[src/rtl/core/nfsc_ram.sv]
// Generic single-write, single-read RAM with registered read data.
`default_nettype none
module nfsc_ram #(
	parameter int WIDTH = 8,
	parameter int DEPTH = 16
) (
	input  wire logic                     clk,
	input  wire logic                     we,
	input  wire logic [$clog2(DEPTH)-1:0] waddr,
	input  wire logic [WIDTH-1:0]         wdata,
	input  wire logic                     re,
	input  wire logic [$clog2(DEPTH)-1:0] raddr,
	output logic      [WIDTH-1:0]         rdata
);
	logic [WIDTH-1:0] mem [DEPTH];

	always_ff @(posedge clk) begin
		if (we)
			mem[waddr] <= wdata;
		if (re)
			rdata <= mem[raddr];
	end
endmodule
`default_nettype wire

[config.mk]
export PLATFORM = sky130hd
export DESIGN_NAME = nfsc_ram
export DESIGN_NICKNAME = d
export VERILOG_FILES = /design/src/rtl/core/nfsc_ram.sv
export SDC_FILE = /design/constraint.sdc
export NUM_CORES = 1
export LEC_CHECK = 0
export ABC_AREA = 1
export BUFFER_PORTS_ARGS = -buffer_cell sky130_fd_sc_hd__buf_2
export CAP_MARGIN = 25
export CELL_PAD_IN_SITES_DETAIL_PLACEMENT = 1
export CELL_PAD_IN_SITES_GLOBAL_PLACEMENT = 1
export CORE_MARGIN = 1
export CORE_UTILIZATION = 50
export DETAILED_ROUTE_END_ITERATION = 8
export PLACE_DENSITY = 0.84
export SLEW_MARGIN = 20
export SYNTH_ARGS = -nofsm -noshare
export SYNTH_HDL_FRONTEND = slang
export SYNTH_SLANG_ARGS = --single-unit
[constraint.sdc]
create_clock -name clk -period 3.3 [get_ports clk]
set_clock_uncertainty 0.2 [all_clocks]
set_input_delay 0.33 -clock clk [delete_from_list [all_inputs] [get_ports clk]]
set_output_delay 0.33 -clock clk [all_outputs]
set_load 0.02 [all_outputs]
# Word level (Yosys, flattened, before mapping)
# Memory sizes are Yosys's and may differ from the RTL's. A register that Yosys moved wholly into a read port is not among the register bits.
# Cells that the tools add are included.
# op_classes
mux	2
# ops
cell	count
two-way mux 1 bit	2
# word_totals
reg_bits	0
mem_bits_rw	128
inputBits	19
out_inout_bits	8
memories	1
# memory_table
name	depth	width	read_ports	rd_ports_with_merged_regs	wr	line_no	text
mem	16	8	1	1	1	15	logic [WIDTH-1:0] mem [DEPTH];

# Logic depth before layout (Yosys ltp)
# logic_depth
word_depth	2
ltp_mapped	8
depth_no_buf	7

# Least setup slack after synthesis
# OpenSTA, ideal clock, no wires.
# synth_timing
kind	input-to-reg
from	input waddr[2]
to	memory mem[10][0] (enable)
setup_ns	0.370
arrival_ns	0.911
slack_ns	1.819
stages	2
n_path_buf	0
path_cell_list	nand3b_1 nor2_1
# synth_lines
element	line_no	text
start: declaration	9	input wire logic [$clog2(DEPTH)-1:0] waddr,
end: declaration	15	
# No word-level cell before the write port.

==> flow_metrics.tcl <==
set metrics [dict create \
    power.internal_mw 3.10 \
    die_area_sq_um 12100 \
    period_share 0.518 \
    power.switching_uw 866 \
    tns_ns 0 \
    cpPeakStageDelay_ns 0.56 \
    tritoncts "done" \
    grt_pass1_vias 4172 \
    cpMostUsedCell "nand3_1" \
    grt_max_degree 65 \
    drive_above_1_share 0.0969 \
    num_vias 4010 \
    antenna_found_initial 0 \
    drt_iter0_markers 378 \
    wire_per_inst_microns 20.1 \
    final_util 0.575 \
    synth_warnings 0 \
    grtUsageTotal 0.271 \
    status "complete, no violations" \
    ys_seq_area_frac 0.698 \
    clockBufferDepth 2 \
    synth_fp_nets 570 \
    hp-class "input port to register" \
    yosys.area.top_type_share 0.698 \
    antenna_cells 0 \
    cts_resized 0 \
    critPathSlowestCell "buf_4" \
    cts_hold_buf 0 \
    routed_wl_microns 14700 \
    h-tree-depth 4 \
    setup_violations 0 \
    insertion_delay_ns 0.42 \
    powerDensity_nw_per_um2 604 \
    place_congestion 0.800 \
    async_reset_ff_frac 0 \
    crit_type "input port to register" \
    synth-seq-cells 136 \
    synthToLayoutAreaGrowth_pct 12.2 \
    crit_chain "buf_2 -> buf_4 -> nand2_1 -> nand3_1 -> nand3_1 -> nand3_1 -> nand2_1" \
    drv_slew 0 \
    cts-root-buf "clkbuf_16" \
    yosysMostFrequentCell "nand2_1" \
    nets 595 \
    ys.flop_type "edfxtp_1" \
    path_clk_slew_ns 0.06 \
    cts_setup_buffers 0 \
    cp_max_fo 64 \
    worstPathRequired_ns 3.27 \
    final_hold_viol_count 0 \
    rsz0062_at_grt "false" \
    pwr-share-comb 0.062 \
    drc_errors 0 \
    ant_nets 0 \
    worst_pin_slew_ns 0.851 \
    via_per_inst 5.49 \
    cap_violations 0 \
    synth_area_sq_um 5850 \
    initial_core_util 0.512 \
    fillers 1225 \
    synthDistinctLibCells 11 \
    yosys.area.top_type "edfxtp_1" \
    arrival_ns 1.68 \
    cellLeakagePower_nw 2.81 \
    pin_count 27 \
    numCtsBuffers 17 \
    syn_inst 551 \
    synth_edf_count 136 \
    core-area_sq_um 11400 \
    hpwl_microns 9150 \
    numClockSinks 136 \
    rows 39 \
    yosys-top-cells-count "nand2_1, edfxtp_1, inv_1" \
    firstDrtPassIters 5 \
    syn_avg_cell_area_sq_um 10.6 \
    grt_pass1_wl_microns 22400 \
    min_period_ns 1.71 \
    slew-limit-headroom 0.431 \
    ir_drop_mv 0.383 \
    swShare 0.219 \
    synth_area_leaders "edfxtp_1, nand2_1, nand3_1, inv_1, buf_6" \
    pwr-share-clk 0.444 \
    port_buffers 26 \
    seqPwrFrac 0.495 \
    cp-end-kind "register" \
    startpoint_type "input port" \
    die_width_microns 110 \
    overflow 0 \
    fmax_ghz 0.585 \
    die_h_microns 110 \
]
==> worst max-delay path: cells and delay by family <==
kind | cells | cell delay, ns
and+or+nand+nor | 5 | 0.64
buffers and inverters | 2 | 0.66
==> sequential cells by signal (all words and copies together) (netlist names) <==
register and count:
mem 128, rdata 8
==> layout by cell type, fill, tap and decap left out <==
| master | netlist | final |
|---|---|---|
| clkbuf_16 | 0 | 17 |
| edfxtp_1 | 136 | 136 |
| clkinv_1 | 0 | 4 |
| clkbuf_1 | 0 | 2 |
| inv_2 | 2 | 2 |
| nand3b_1 | 2 | 2 |
| clkinv_2 | 0 | 4 |
| clkinvlp_4 | 0 | 2 |
| buf_4 | 4 | 4 |
| nor2_1 | 17 | 17 |
| inv_1 | 100 | 100 |
| bufinv_16 | 0 | 2 |
| buf_2 | 13 | 26 |
| nand2_1 | 173 | 173 |
| nand3_1 | 97 | 97 |
==> routing by layer <==
layer / part of all wire / GRT usage / vias up
met5: 0 / 0 / -
met4: 0.019 / 0.106 / 0
met3: 0.064 / 0.0676 / 29
met2: 0.51 / 0.445 / 139
met1: 0.41 / 0.347 / 2010
li1: - / - / 1832
==> cell type report <==
cell class / instances / area, sq um / share of cell area
repair buffers: 30 / 160 / 0.0244
flip-flops and latches: 136 / 4080 / 0.622
well taps: 143 / 179 / 0.0273
clock buffers: 19 / 433 / 0.0660
clock inverters: 12 / 110 / 0.0168
inverters: 102 / 383 / 0.0583
multi-input cells: 289 / 1210 / 0.185
==> power groups by stage <==
stage	clock network, mW	registers (mW)	logic [mW]
after global placement	0	1.99	0.230
after CTS	1.78	1.96	0.245
after global routing	1.84	1.96	0.269
final	1.76	1.96	0.244
after detailed placement	0	2.00	0.242
after floorplan	0	2.00	0.136
==> stage by stage <==
step	hold WS (ns)	cells	setup slack, ns	power, mW	cell area [sq um]
after CTS	0.0574	731	1.60	3.99	6560
after global routing	0.0569	731	1.52	4.07	6560
after global placement	0.499	700	1.24	2.22	6020
after detailed placement	0.505	700	1.19	2.24	6020
after floorplan	0.229	551	1.82	2.14	5850
final	0.0739	731	1.59	3.96	6560
==> kinds of logic (layout without fill, tap and decap cells) <==
logic type | count (synthesis) | count (layout) | share of synthesized area
buffers and inverters | 126 | 163 | 0.0939
AND/OR/NAND/NOR | 289 | 289 | 0.208
flip-flops | 136 | 136 | 0.698
==> final timing paths <==
path              cells after the start                  to                start  slack, ns
hold / removal                        1  rdata[6]$_DFFE_PP_                   re       0.07
setup / recovery                      7  rdata[2]$_DFFE_PP_             raddr[0]       1.59
hold reg to reg                       6  rdata[0]$_DFFE_PP_  mem[2][0]$_DFFE_PP_       0.56
setup reg to reg                      6  rdata[0]$_DFFE_PP_  mem[9][0]$_DFFE_PP_       1.85
(Power assumes the default switching activity.)
